--- src/rtl/vmlt_pkg.sv ---
// Shared types, constants and status codes of the VLAN-aware MAC learning table.
package vmlt_pkg;

    localparam int TABLE_ENTRIES = 64;

    localparam int MAC_W  = 48;
    localparam int KEY_W  = 13;
    localparam int VID_W  = 12;
    localparam int SW_W   = 64;
    localparam int PORT_W = 32;

    localparam logic [1:0] ACT_LEARN   = 2'd0;
    localparam logic [1:0] ACT_FORWARD = 2'd1;
    localparam logic [1:0] ACT_DIRECT  = 2'd2;

    localparam logic [2:0] ST_HIT       = 3'd0;
    localparam logic [2:0] ST_FLOOD     = 3'd1;
    localparam logic [2:0] ST_MISS      = 3'd2;
    localparam logic [2:0] ST_LEARNED   = 3'd3;
    localparam logic [2:0] ST_REFRESHED = 3'd4;
    localparam logic [2:0] ST_MCAST_IGN = 3'd5;
    localparam logic [2:0] ST_FULL      = 3'd6;

    localparam logic [KEY_W-1:0] UNTAGGED_KEY  = 13'h1000;
    localparam logic [MAC_W-1:0] BCAST_MAC     = 48'hFFFF_FFFF_FFFF;
    localparam int               MAC_GROUP_BIT = 40;

    typedef struct packed {
        logic [1:0]        action;
        logic [MAC_W-1:0]  mac_address;
        logic              vlan_tagged;
        logic [VID_W-1:0]  vlan_id;
        logic [SW_W-1:0]   switch_id;
        logic [PORT_W-1:0] port_number;
    } req_t;

    typedef struct packed {
        logic [2:0]        status;
        logic [PORT_W-1:0] egress_port;
        logic [SW_W-1:0]   egress_switch_id;
    } rsp_t;

    // Request as it walks along the chain of cells. While pending is set no
    // cell has settled it yet; sw and port carry the learnt values on the way
    // in and the matched entry's values once a lookup has hit.
    typedef struct packed {
        logic              pending;
        logic              learn;
        logic [2:0]        status;
        logic [MAC_W-1:0]  mac;
        logic [KEY_W-1:0]  key;
        logic [SW_W-1:0]   sw;
        logic [PORT_W-1:0] port;
    } token_t;

endpackage

--- src/rtl/vmlt_cell.sv ---
// One table cell: holds a single entry and serves each passing request.
module vmlt_cell (
    input  logic            clk,
    input  logic            rst_n,
    input  logic            tok_valid,
    input  vmlt_pkg::token_t tok,
    output logic            out_valid,
    output vmlt_pkg::token_t out_tok
);

    logic                        valid_reg;
    logic                        valid_next;
    logic [vmlt_pkg::MAC_W-1:0]  mac_reg;
    logic [vmlt_pkg::KEY_W-1:0]  key_reg;
    logic [vmlt_pkg::SW_W-1:0]   sw_reg;
    logic [vmlt_pkg::PORT_W-1:0] port_reg;
    logic                        tv_reg;
    vmlt_pkg::token_t            tok_reg;
    vmlt_pkg::token_t            tok_next;
    logic                        hit;
    logic                        wr_key;
    logic                        wr_data;

    assign hit = valid_reg && (mac_reg == tok.mac) && (key_reg == tok.key);

    always_comb
    begin
        tok_next   = tok;
        valid_next = valid_reg;
        wr_key     = 1'b0;
        wr_data    = 1'b0;
        if (tok_valid && tok.pending)
        begin
            if (tok.learn)
            begin
                // Entries fill from the head of the chain and are never
                // removed, so the first free cell lies beyond every match.
                if (!valid_reg)
                begin
                    valid_next       = 1'b1;
                    wr_key           = 1'b1;
                    wr_data          = 1'b1;
                    tok_next.pending = 1'b0;
                    tok_next.status  = vmlt_pkg::ST_LEARNED;
                end
                else if (hit)
                begin
                    wr_data          = 1'b1;
                    tok_next.pending = 1'b0;
                    tok_next.status  = vmlt_pkg::ST_REFRESHED;
                end
            end
            else if (hit)
            begin
                tok_next.pending = 1'b0;
                tok_next.status  = vmlt_pkg::ST_HIT;
                tok_next.sw      = sw_reg;
                tok_next.port    = port_reg;
            end
        end
    end

    always_ff @(posedge clk or negedge rst_n)
    begin
        if (!rst_n)
        begin
            valid_reg <= 1'b0;
            tv_reg    <= 1'b0;
        end
        else
        begin
            valid_reg <= valid_next;
            tv_reg    <= tok_valid;
        end
    end

    always_ff @(posedge clk)
    begin
        tok_reg <= tok_next;
        if (wr_key)
        begin
            mac_reg <= tok.mac;
            key_reg <= tok.key;
        end
        if (wr_data)
        begin
            sw_reg   <= tok.sw;
            port_reg <= tok.port;
        end
    end

    assign out_valid = tv_reg;
    assign out_tok   = tok_reg;

endmodule
--- config.mk ---
export PLATFORM = sky130hd
export DESIGN_NAME = vmlt_cell
export DESIGN_NICKNAME = d
export VERILOG_FILES = /design/src/rtl/vmlt_pkg.sv /design/src/rtl/vmlt_cell.sv
export SDC_FILE = /design/constraint.sdc
export NUM_CORES = 1
export LEC_CHECK = 0
export ABC_AREA = 1
export BUFFER_PORTS_ARGS = -buffer_cell sky130_fd_sc_hd__buf_2
export CORE_MARGIN = 5
export CORE_UTILIZATION = 45
export DETAILED_ROUTE_END_ITERATION = 8
export GPL_TIMING_DRIVEN = 0
export PLACE_DENSITY = 0.7
export SETUP_SLACK_MARGIN = 0.02
export SLEW_MARGIN = 30
export SYNTH_ARGS = -nofsm -noshare
export SYNTH_HDL_FRONTEND = slang
export SYNTH_SLANG_ARGS = --single-unit
--- constraint.sdc ---
create_clock -name clk -period 12.8 [get_ports clk]
set_clock_uncertainty 0.05 [all_clocks]
set_input_delay 1.28 -clock clk [delete_from_list [all_inputs] [get_ports clk]]
set_output_delay 1.28 -clock clk [all_outputs]
set_load 0.05 [all_outputs]
==> After elaboration in Yosys (flattened, before gate mapping) <==
Cells that the tools add are included.
{ "classes": {"n_eq_ne": 2, "n_mux": 19, "n_reduce_logical": 4} }
{ "ops": {"columns": ["op", "count"], "rows": [
  ["96-bit two-way mux", 3],
  ["48-bit equality test", 1],
  ["3-bit two-way mux", 5],
  ["13-bit equality test", 1],
  ["1-bit two-way mux", 11],
  ["1-bit logical AND", 3],
  ["2-bit AND reduction", 1]
]} }
{ "totals": {"reg_bits": 321, "in_bits": 165, "output_inout_bits": 163} }

==> Longest topological paths before layout <==
Gate-level depths: netlist of run 1.
{ "depth": {"ltp_word": 7, "ltp_mapped": 14} }

==> Worst setup path before layout of run 1 <==
Ideal clock, no wire load.
{ "synth_path": {"path_kind": "input-to-reg", "startpoint": "in tok[110] (netlist bit)", "endpoint": "reg port_reg[0] (netlist bit), enable pin", "setup_time_ps": 582, "t_arrival_ps": 6512, "required_time_ps": 12168, "path_slack_ps": 5656, "stages": 10, "path_cell_list": "inv_1 -> nand2_1 -> nand2_1 -> nor2_1 -> nand2_1 -> nor2_1 -> nand2_1 -> nor2_1 -> nand2_1 -> a21oi_1"} }
{ "synth_via": {"elab_chain_cells": 7} }
{ "synth_rtl": {"columns": ["item", "line", "source"], "rows": [
  ["from (decl)", "vmlt_cell.sv:6", "input vmlt_pkg::token_t tok,"],
  ["48-bit equality test", "vmlt_cell.sv:24", "assign hit = valid_reg && (mac_reg == tok.mac) && (key_reg == tok.key);"],
  ["1-bit logical AND (2 in series)", "vmlt_cell.sv:24", null],
  ["1-bit two-way mux", "vmlt_cell.sv:46", "else if (hit)"],
  ["1-bit two-way mux", "vmlt_cell.sv:38", "if (!valid_reg)"],
  ["1-bit two-way mux", "vmlt_cell.sv:34", "if (tok.learn)"],
  ["1-bit two-way mux", "vmlt_cell.sv:32", "if (tok_valid && tok.pending)"],
  ["via wr_data", "vmlt_cell.sv:22", "logic wr_data;"],
  ["to (signal assigned)", "vmlt_cell.sv:88", "port_reg <= tok.port;"],
  ["to (decl)", "vmlt_cell.sv:16", "logic [vmlt_pkg::PORT_W-1:0] port_reg;"]
]} }
The timed path passes the listed nets, and every way through them passes these cells.
A chain may end at the register's enable or synchronous reset.

==> Final worst setup path of run 1 <==
{ "layout_path": {"startpoint": "in tok[134] (netlist bit)", "endpoint": "reg sw_reg[1] (netlist bit), enable pin"} }
{ "layout_via": {"elab_chain_cells": 7} }
{ "layout_rtl": {"columns": ["item", "line", "source"], "rows": [
  ["48-bit equality test", "vmlt_cell.sv:24", null],
  ["1-bit logical AND (2 in series)", "vmlt_cell.sv:24", null],
  ["1-bit two-way mux", "vmlt_cell.sv:46", null],
  ["1-bit two-way mux", "vmlt_cell.sv:38", null],
  ["1-bit two-way mux", "vmlt_cell.sv:34", null],
  ["1-bit two-way mux", "vmlt_cell.sv:32", null],
  ["via wr_data", "vmlt_cell.sv:22", null],
  ["to (signal assigned)", "vmlt_cell.sv:87", "sw_reg <= tok.sw;"],
  ["to (decl)", "vmlt_cell.sv:15", "logic [vmlt_pkg::SW_W-1:0] sw_reg;"]
]} }
The timed path passes the listed nets, and every way through them passes these cells.

==> results of run 1 <==
-- worst min path at each step --
stage / to / slack (ns) / cells after the start / from
after floorplan: out_tok[0] / 0.41 / 2 / port_reg[0]
after global placement: out_tok[20] / 0.42 / 2 / port_reg[20]
after detailed placement: out_tok[20] / 0.42 / 2 / port_reg[20]
after CTS: out_tok[20] / 0.43 / 2 / port_reg[20]
after global routing: out_tok[13] / 0.46 / 2 / port_reg[13]
final: out_tok[20] / 0.43 / 2 / port_reg[20]
-- per-stage QoR --
stage / hold WS, ns / setup WS [ns] / power [µW] / utilization [%]
6_report: 0.4337 / 9.534 / 2383 / 58.94
3_3_place_gp: 0.4173 / 3.067 / 1354 / 53.37
2_1_floorplan: 0.4108 / 5.656 / 1276 / -
4_1_cts: 0.4339 / 9.491 / 2406 / 58.91
3_5_place_dp: 0.4234 / 8.985 / 1358 / 54.15
5_1_grt: 0.4571 / 9.330 / 2472 / 58.92
-- where the power goes --
| group | total (µW) | switching (µW) | internal [µW] |
|---|---|---|---|
| combinational | 225 | 170 | 55.0 |
| sequential | 1110 | 6.90 | 1100 |
| clock | 1050 | 398 | 649 |
| total | 2380 | 575 | 1810 |
-- final cells by class --
type	instances	area [µm²]	share of cell area [%]
clock inverters	10	146.4	0.9613
diodes	3	7.507	0.04930
inverters	158	593.1	3.894
repair buffers	335	1819	11.95
plain buffers	40	206.4	1.356
flip-flops and latches	321	8008	52.58
clock buffers	52	1084	7.115
multi-input cells	706	2945	19.34
well taps	335	419.2	2.752
-- cells in the mapped netlist, drive strengths merged --
library cell / n
dfrtp: 2
nand2: 507
inv: 158
nor2: 89
a21oi: 1
nand3: 7
clkbuf: 22
or2: 1
nor2b: 1
nand4: 98
edfxtp: 157
dfxtp: 162
buf: 18
a21boi: 1
nand3b: 1
-- worst register-to-register path, stage by stage (launching register included) --
cell	delay, ns
edfxtp_1	0.39
nand2_1	0.14
nand2_1	0.06
nor2_1	0.10
nand2_1	0.10
nor2_1	0.11
nand2_1	0.06
nor2_1	0.16
nand2_1	0.17
a21oi_4	0.43
buf_8	0.26
buf_16	0.19
buf_8	0.21
-- cells by family after synthesis --
logic type	after synthesis
flip-flops	321
AND/OR/NAND/NOR	704
buffers and inverters	198
AO/OA/AOI/OAI	2
-- routing by layer --
| layer | global-route usage (%) | vias to the layer above |
|---|---|---|
| met3 | 5.769 | 65 |
| met4 | 5.925 | 6 |
| li1 | - | 4644 |
| met1 | 25.68 | 4142 |
| met2 | 34.00 | 315 |
| met5 | 0 | - |
==> flow_summary.ini, run 1 <==
[run_status]
outcome = complete, no violations

[drt]
drt_wl_total_um = 30800
vias = 9172
dr_wl_met2_um = 14800
drt-met1-wl_um = 12570
top_layer_used = met5
antenna_left = 0
avgRoutedWirePerCell_um = 15.71
route.detailed.drc = 0
wl_met3_um = 2699
firstDrtPassIters = 5
viasPerCell = 4.680
drt_iter0_markers = 598

[cts]
htreeDepth = 2
hold_buffers = 0
cts_setup_buffers = 0
cts_resized = 0
clk_latency_ns = 0.52
clockBufferDepth = 3
clock-sinks = 321
cts_tree = yes
clk_pin_slew_ns = 0.06
cts_buffers = 34
ctsRootBufferMaster = clkbuf_16

[die]
die_w_um = 171.5
core_area_um2 = 25840
fp.dieH_um = 171.5
ios = 328
rows = 59
start_util_pct = 45.41
dieArea_um2 = 29400

[logic_synthesis]
syn_inst = 1225
synth_warnings = 0
synth-xor-area-share_pct = 0
yosys_register_bits = 321
synth_fa_ha_area_share_pct = 0
yosys.area_share.simple_pct = 24.83
synth_compound_area_share_pct = 0.1066
avgSynthCellArea_um2 = 9.579
yosysSeqAreaShare_pct = 68.24
yosysTopAreaCellShare_pct = 40.18
synthTopCellsByArea = edfxtp_1 (40%), dfxtp_1 (28%), nand2_1 (16%), nand4_1 (5.2%), inv_1 (4.9%)
synth.net_count = 1390
synth_top_area_cell = edfxtp_1
synth_cell_types = 21
synth_top_family_by_area = simple AND/OR/NAND/NOR gates
muxShareOfSynthArea_pct = 0
syn_area_um2 = 11730

[critical_path]
required_ns = 12.95
cp.arrival_ns = 3.42
start_kind = primary input
rr_worst_depth = 12
path_cells = buf_2 -> inv_1 -> nand2_1 -> nand2_1 -> nor2_1 -> nand2_1 -> nor2_1 -> nand2_1 -> nor2_1 -> nand2_1 -> a21oi_4 -> buf_8 -> buf_16 -> buf_8
crit_fanout = 20
r2r_end = sw_reg[1]
cp_num_cells = 14
end_kind = flop
critPathLaunch = tok[134]
cp_num_buf_inv = 5
rr_startpoint = mac_reg[25]
cp_top_family = simple AND/OR/NAND/NOR gates
critPathCapture = sw_reg[1]
worst-setup-path-type = primary input to flop
crit_path_max_incr_delay_ns = 0.43
cpMaxStageDelayCell = a21oi_4
ff2ff_setup_slack_ns = 10.04
critPathMostFrequentCell = nand2_1

[place]
place_congestion = 0.8604
place_inst = 1895
place_area_um2 = 13990
numPortBuffers = 327
dp_hpwl_um = 23070

[sta]
final.period_utilization_pct = 25.52
max_freq_ghz = 0.3061
max-slew-margin-rel_pct = 59.06
final-max-slew-violation-count = 0
grt_setup_unrepaired = false
tns_ns = 0
finalSetupViolations = 0
fin_crit_ns = 3.266
tightest_slew_ns = 0.6127
hold_viol = 0

[cells_and_area]
nFillCells = 2233
largest_register_ffs = 162
fin_nets = 1761
synthToLayoutAreaGrowth_pct = 29.78
layout_common_cells = nand2_1 (507), buf_2 (333), dfxtp_1 (162)
layout_commonest_cell = nand2_1
drive_gt1_share_pct = 25.65
fin_cells = 1960
fin_area_um2 = 15230

[pwr]
p_per_area_nw_per_um2 = 156.5
p_leak_uw = 0.007581
ir_drop_mv = 0.1066

[grt]
grtUsageTotal_pct = 20.26
grt_max_degree = 22
grt_overflow = 0
grt_pass1_wl_um = 47130
antenna_found_initial = 4
grt_pass1_vias = 9118

[worst_hold_path]
hold_class = flop to flop

[run]
maxCapViolCount = 0
Note: power is estimated with default switching activity, not from simulation.
==> inputs of run 2 (changes only) <==
ABC_AREA = 0   (was 1)
PLACE_DENSITY = 0.72   (was 0.7)
clock period = 3.3 ns   (was 12.8 ns; I/O delays follow)
==> run 2 against run 1 <==
Register-to-register slack worse by 9.8 ns. Global-route usage up 0.40 points. Power rose to 3.7 times the previous value. Combinational power rose to 4.0 times the previous value. Critical path type unchanged. Largest cell class unchanged. Largest power group unchanged.
==> flow_summary.ini, run 2 <==
[run_status]
outcome = complete, no violations

[die]
core_area_um2 = 21890
die_w_um = 159.3
start_util_pct = 45.84
dieArea_um2 = 25390
rows = 54
fp.dieH_um = 159.3
ios = 328

[critical_path]
crit_path_max_incr_delay_ns = 0.54
rr_worst_depth = 9
required_ns = 3.66
cp_top_family = buffers and inverters
rr_startpoint = key_reg[5]
start_kind = primary input
cp_num_cells = 11
critPathMostFrequentCell = buf_4
end_kind = flop
worst-setup-path-type = primary input to flop
r2r_end = out_tok[65]
path_cells = dlygate4sd3_1 -> buf_2 -> nor2b_1 -> a2111o_1 -> nor4_1 -> nand4_1 -> nor4_4 -> buf_4 -> buf_4 -> buf_6 -> mux2_1
ff2ff_setup_slack_ns = 0.26
cp_num_buf_inv = 5
cpMaxStageDelayCell = dlygate4sd3_1
cp.arrival_ns = 3.47
crit_fanout = 10

[cells_and_area]
drive_gt1_share_pct = 39.48
synthToLayoutAreaGrowth_pct = 49.59
largest_register_ffs = 162
layout_commonest_cell = buf_2
fin_area_um2 = 15010
final_util_pct = 68.58
layout_common_cells = buf_2 (332), dlygate4sd3_1 (164), dfxtp_1 (162)
nFillCells = 1408
antenna_cells = 0
fin_nets = 1248

[cts]
clk_pin_slew_ns = 0.06
htreeDepth = 1
clk_latency_ns = 0.54
ctsRootBufferMaster = clkbuf_16
cts_buffers = 31
cts_tree = yes
clock-sinks = 321
clockBufferDepth = 3
cts_resized = 0

[drt]
vias = 6693
firstDrtPassIters = 5
avgRoutedWirePerCell_um = 19.39
viasPerCell = 4.826
drt_wl_total_um = 26890
antenna_left = 0
drt_iter0_markers = 252
route.detailed.drc = 0

[logic_synthesis]
syn_area_um2 = 10040
synthArstFlopShare_pct = 0.6231
yosys_register_bits = 321
yosysTopAreaCellShare_pct = 46.98
synth_cell_types = 32
synth_edf_count = 157
synth_common_cells = dfxtp_1 (162), edfxtp_1 (157), mux2_1 (64)
avgSynthCellArea_um2 = 18.31
synth.most_common_cell = dfxtp_1
synth_top_area_cell = edfxtp_1
yosysSeqAreaShare_pct = 79.79
synth.net_count = 713
synth_warnings = 0
syn_inst = 548
synth_top_flop_cell = dfxtp_1
synthTopCellsByArea = edfxtp_1 (47%), dfxtp_1 (32%), mux2_1 (7.2%), mux2_2 (3.6%), xnor2_1 (3.6%)

[place]
dp_hpwl_um = 16870
place_area_um2 = 12280
place_congestion = 0.8032
numPortBuffers = 327

[sta]
hold_viol = 0
grt_setup_unrepaired = false
tightest_slew_ns = 0.4684
final-max-slew-violation-count = 0
max_freq_ghz = 0.3222
final.period_utilization_pct = 94.06
fin_crit_ns = 3.104
max-slew-margin-rel_pct = 68.49
finalSetupViolations = 0
hold_slack_ns = 0.07373

[run]
maxCapViolCount = 0

[pwr]
p_per_area_nw_per_um2 = 590.7
p_leak_uw = 0.006103
ir_drop_mv = 0.5100
total_power_uw = 8868

[grt]
grt_pass1_vias = 7540
grtUsageTotal_pct = 20.65
antenna_found_initial = 0
grt_overflow = 0
grt_max_degree = 25
grt_pass1_wl_um = 42530

[worst_hold_path]
hold_class = primary input to async pin
[run 2: final cells by class]
| type | instances | area, µm² | share of cell area [%] |
|---|---|---|---|
| buffer | 10 | 77.57 | 0.5167 |
| clock buffer | 44 | 927.1 | 6.176 |
| clock inverter | 13 | 147.6 | 0.9834 |
| inverter | 8 | 30.03 | 0.2000 |
| multi-input combinational | 209 | 1957 | 13.03 |
| sequential | 321 | 8008 | 53.34 |
| tap | 280 | 350.3 | 2.334 |
| timing repair buffer | 502 | 3516 | 23.42 |
[run 2: how the worst max path moves through the flow]
| stage | start | to |
|---|---|---|
| final | tok[138] | out_tok[65] |
| after global routing | tok[138] | out_tok[65] |
| after CTS | tok[138] | out_tok[65] |
| after detailed placement | tok[138] | out_tok[65] |
| after global placement | tok[138] | sw_reg[55] |
| after floorplan | key_reg[5] | port_reg[0] |
[run 2: metrics by stage]
step / cells / setup WS, ns / TNS, ns
2_1_floorplan: 548 / -0.2777 / -26.66
3_3_place_gp: 1155 / -1.387 / -157.95
3_5_place_dp: 1164 / -0.05266 / -0.05979
4_1_cts: 1387 / 0.1993 / 0
5_1_grt: 1387 / 0.04496 / 0
6_report: 1387 / 0.1959 / 0
[run 2: logic make-up (layout without fill, tap and decap cells)]
group	after synthesis	count (layout)	share of synthesized area, %
AND/OR/NAND/NOR	52	52	3.142
XOR/XNOR	43	43	3.753
multiplexers	96	96	10.77
buffers and inverters	18	577	1.072
AO/OA/AOI/OAI	18	18	1.471
flip-flops	321	321	79.79
[run 2: layer usage]
metal,global-route usage (%),vias up,routed length [µm]
met3,5.954,50,2065
met5,0,-,0
met1,25.36,3244,10800
met2,35.59,319,13380
met4,6.049,0,648
li1,-,3080,-
[run 2: power breakdown]
group / leakage [µW] / internal (µW) / switching (µW) / total [µW]
clock: 0.000538 / 2190 / 1460 / 3650
combinational: 0.00277 / 328 / 582 / 910
sequential: 0.00280 / 4280 / 32.7 / 4310
total: 0.00610 / 6790 / 2070 / 8870
[run 2: what timing repair did]
item,4_1_cts,5_1_grt
setup endpoints to repair,1,0
setup buffers,2,0
hold endpoints to repair,321,0
hold buffers,164,0
[run 2: worst reg2reg max path, stage by stage, from the launching register on]
cell      delay (ns)
edfxtp_1        0.39
nor2b_1         0.15
a2111o_1        0.39
nor4_2          0.33
nand4_1         0.28
nor4_4          0.33
buf_4           0.20
buf_4           0.22
buf_6           0.20
mux2_1          0.38
==> inputs of run 3 (changes only) <==
CTS_CLUSTER_SIZE = 14   (was default)
RECOVER_POWER = 25   (was default)
==> run 3 against run 2 <==
Maximum frequency rose by 0.25%. Clock-buffer cell count did not move. Power fell by 0.23%. Sequential cell count did not move. First-iteration DRC count rose by 7.1%. Core utilization fell by 0.67 points. Design area fell by 0.97%. Highest routed layer unchanged.
==> flow_summary.ini, run 3 (synthesis gave the netlist of run 2 again) <==
[grt]
grtUsageTotal_pct = 20.65
grt_overflow = 0
antenna_found_initial = 0
grt_pass1_vias = 7540
grt_max_degree = 25
grt_pass1_wl_um = 42530

[cells_and_area]
drive_gt1_share_pct = 28.91
synthToLayoutAreaGrowth_pct = 48.14
layout_common_cells = buf_2 (215), dlygate4sd3_1 (164), dfxtp_1 (162)
largest_register_ffs = 162
final_util_pct = 67.91
fin_area_um2 = 14870
antenna_cells = 0
fin_nets = 1248
layout_commonest_cell = buf_2

[run]
maxCapViolCount = 0

[cts]
clk_pin_slew_ns = 0.06
htreeDepth = 1
clk_latency_ns = 0.54
cts_resized = 0
clock-sinks = 321
cts_tree = yes
ctsRootBufferMaster = clkbuf_16
cts_buffers = 31
clockBufferDepth = 3

[sta]
max_freq_ghz = 0.3230
tns_ns = 0
fin_crit_ns = 3.096
final.period_utilization_pct = 93.83
hold_slack_ns = 0.08172
grt_setup_unrepaired = false
finalSetupViolations = 0
tightest_slew_ns = 0.4674
max-slew-margin-rel_pct = 68.55
final-max-slew-violation-count = 0
hold_viol = 0

[pwr]
ir_drop_mv = 0.5139
p_per_area_nw_per_um2 = 595.2
p_leak_uw = 0.005781
total_power_uw = 8848

[die]
dieArea_um2 = 25390
ios = 328
rows = 54
fp.dieH_um = 159.3
die_w_um = 159.3
start_util_pct = 45.84
core_area_um2 = 21890

[drt]
route.detailed.drc = 0
drt_wl_total_um = 26770
avgRoutedWirePerCell_um = 19.30
drt_iter0_markers = 270
firstDrtPassIters = 4
viasPerCell = 4.813
vias = 6676
antenna_left = 0

[critical_path]
cp.arrival_ns = 3.46
required_ns = 3.66
start_kind = primary input
end_kind = flop
worst-setup-path-type = primary input to flop
crit_fanout = 10

[place]
numPortBuffers = 327
dp_hpwl_um = 16870
place_congestion = 0.8032
place_area_um2 = 12280

[worst_hold_path]
hold_class = primary input to async pin

[run_status]
outcome = complete, no violations
-- run 3: cell types whose count changed in the layout (fill, tap and decap cells not counted) --
cell      before  now
buf_2        332  215
buf_1          0    2
clkbuf_1       5  120
-- run 3: area by class of cell --
cell class | instances | area (µm²)
Multi-Input combinational cell | 209 | 1957
Inverter | 8 | 30.03
Fill cell | 1487 | 7024
Clock buffer | 44 | 927.1
Buffer | 10 | 77.57
Clock inverter | 13 | 147.6
Sequential cell | 321 | 8008
Tap cell | 280 | 350.3
Timing Repair Buffer | 502 | 3369
-- run 3: what timing repair did --
action	in CTS	in global routing
hold endpoints to repair	321	0
hold buffers	164	0
setup endpoints to repair	1	0
setup buffers	2	0
-- run 3: worst paths after layout --
check,startpoint,endpoint,slack (ns),depth (start not counted)
worst max-delay path,tok[138],out_tok[65],0.20,11
max in group asynchronous,rst_n,valid_reg,2.98,2
worst min-delay path,rst_n,out_valid,0.08,2
min in group clk,sw_reg[40],out_tok[72],0.41,1
worst min register to register,sw_reg[40],out_tok[72],0.41,1
worst max register to register,key_reg[5],out_tok[65],0.26,9
-- run 3: critical path, stage by stage --
cell	delay (ns)
dlygate4sd3_1	0.54
buf_2	0.14
nor2b_1	0.12
a2111o_1	0.39
nor4_1	0.32
nand4_1	0.28
nor4_4	0.33
buf_4	0.20
buf_4	0.21
buf_6	0.20
mux2_1	0.38
-- run 3: through the flow --
| step | cells | setup slack [ns] |
|---|---|---|
| floorplan | 548 | -0.2777 |
| global placement | 1155 | -1.387 |
| detailed placement | 1164 | -0.05266 |
| CTS | 1387 | 0.1993 |
| global route | 1387 | 0.02506 |
| finish | 1387 | 0.2035 |
-- run 3: per-layer routing --
metal	vias to the layer above	global-route usage, %	wire (µm)
met5	-	0	0
met1	3232	25.36	10730
met4	0	6.049	653
met3	48	5.954	2058
met2	314	35.59	13340
li1	3082	-	-
-- run 3: power breakdown --
| group | switching (µW) | internal, µW | leakage (µW) |
|---|---|---|---|
| Clock | 1460 | 2190 | 0.000538 |
| Combinational | 584 | 307 | 0.00245 |
| Sequential | 32.5 | 4280 | 0.00280 |
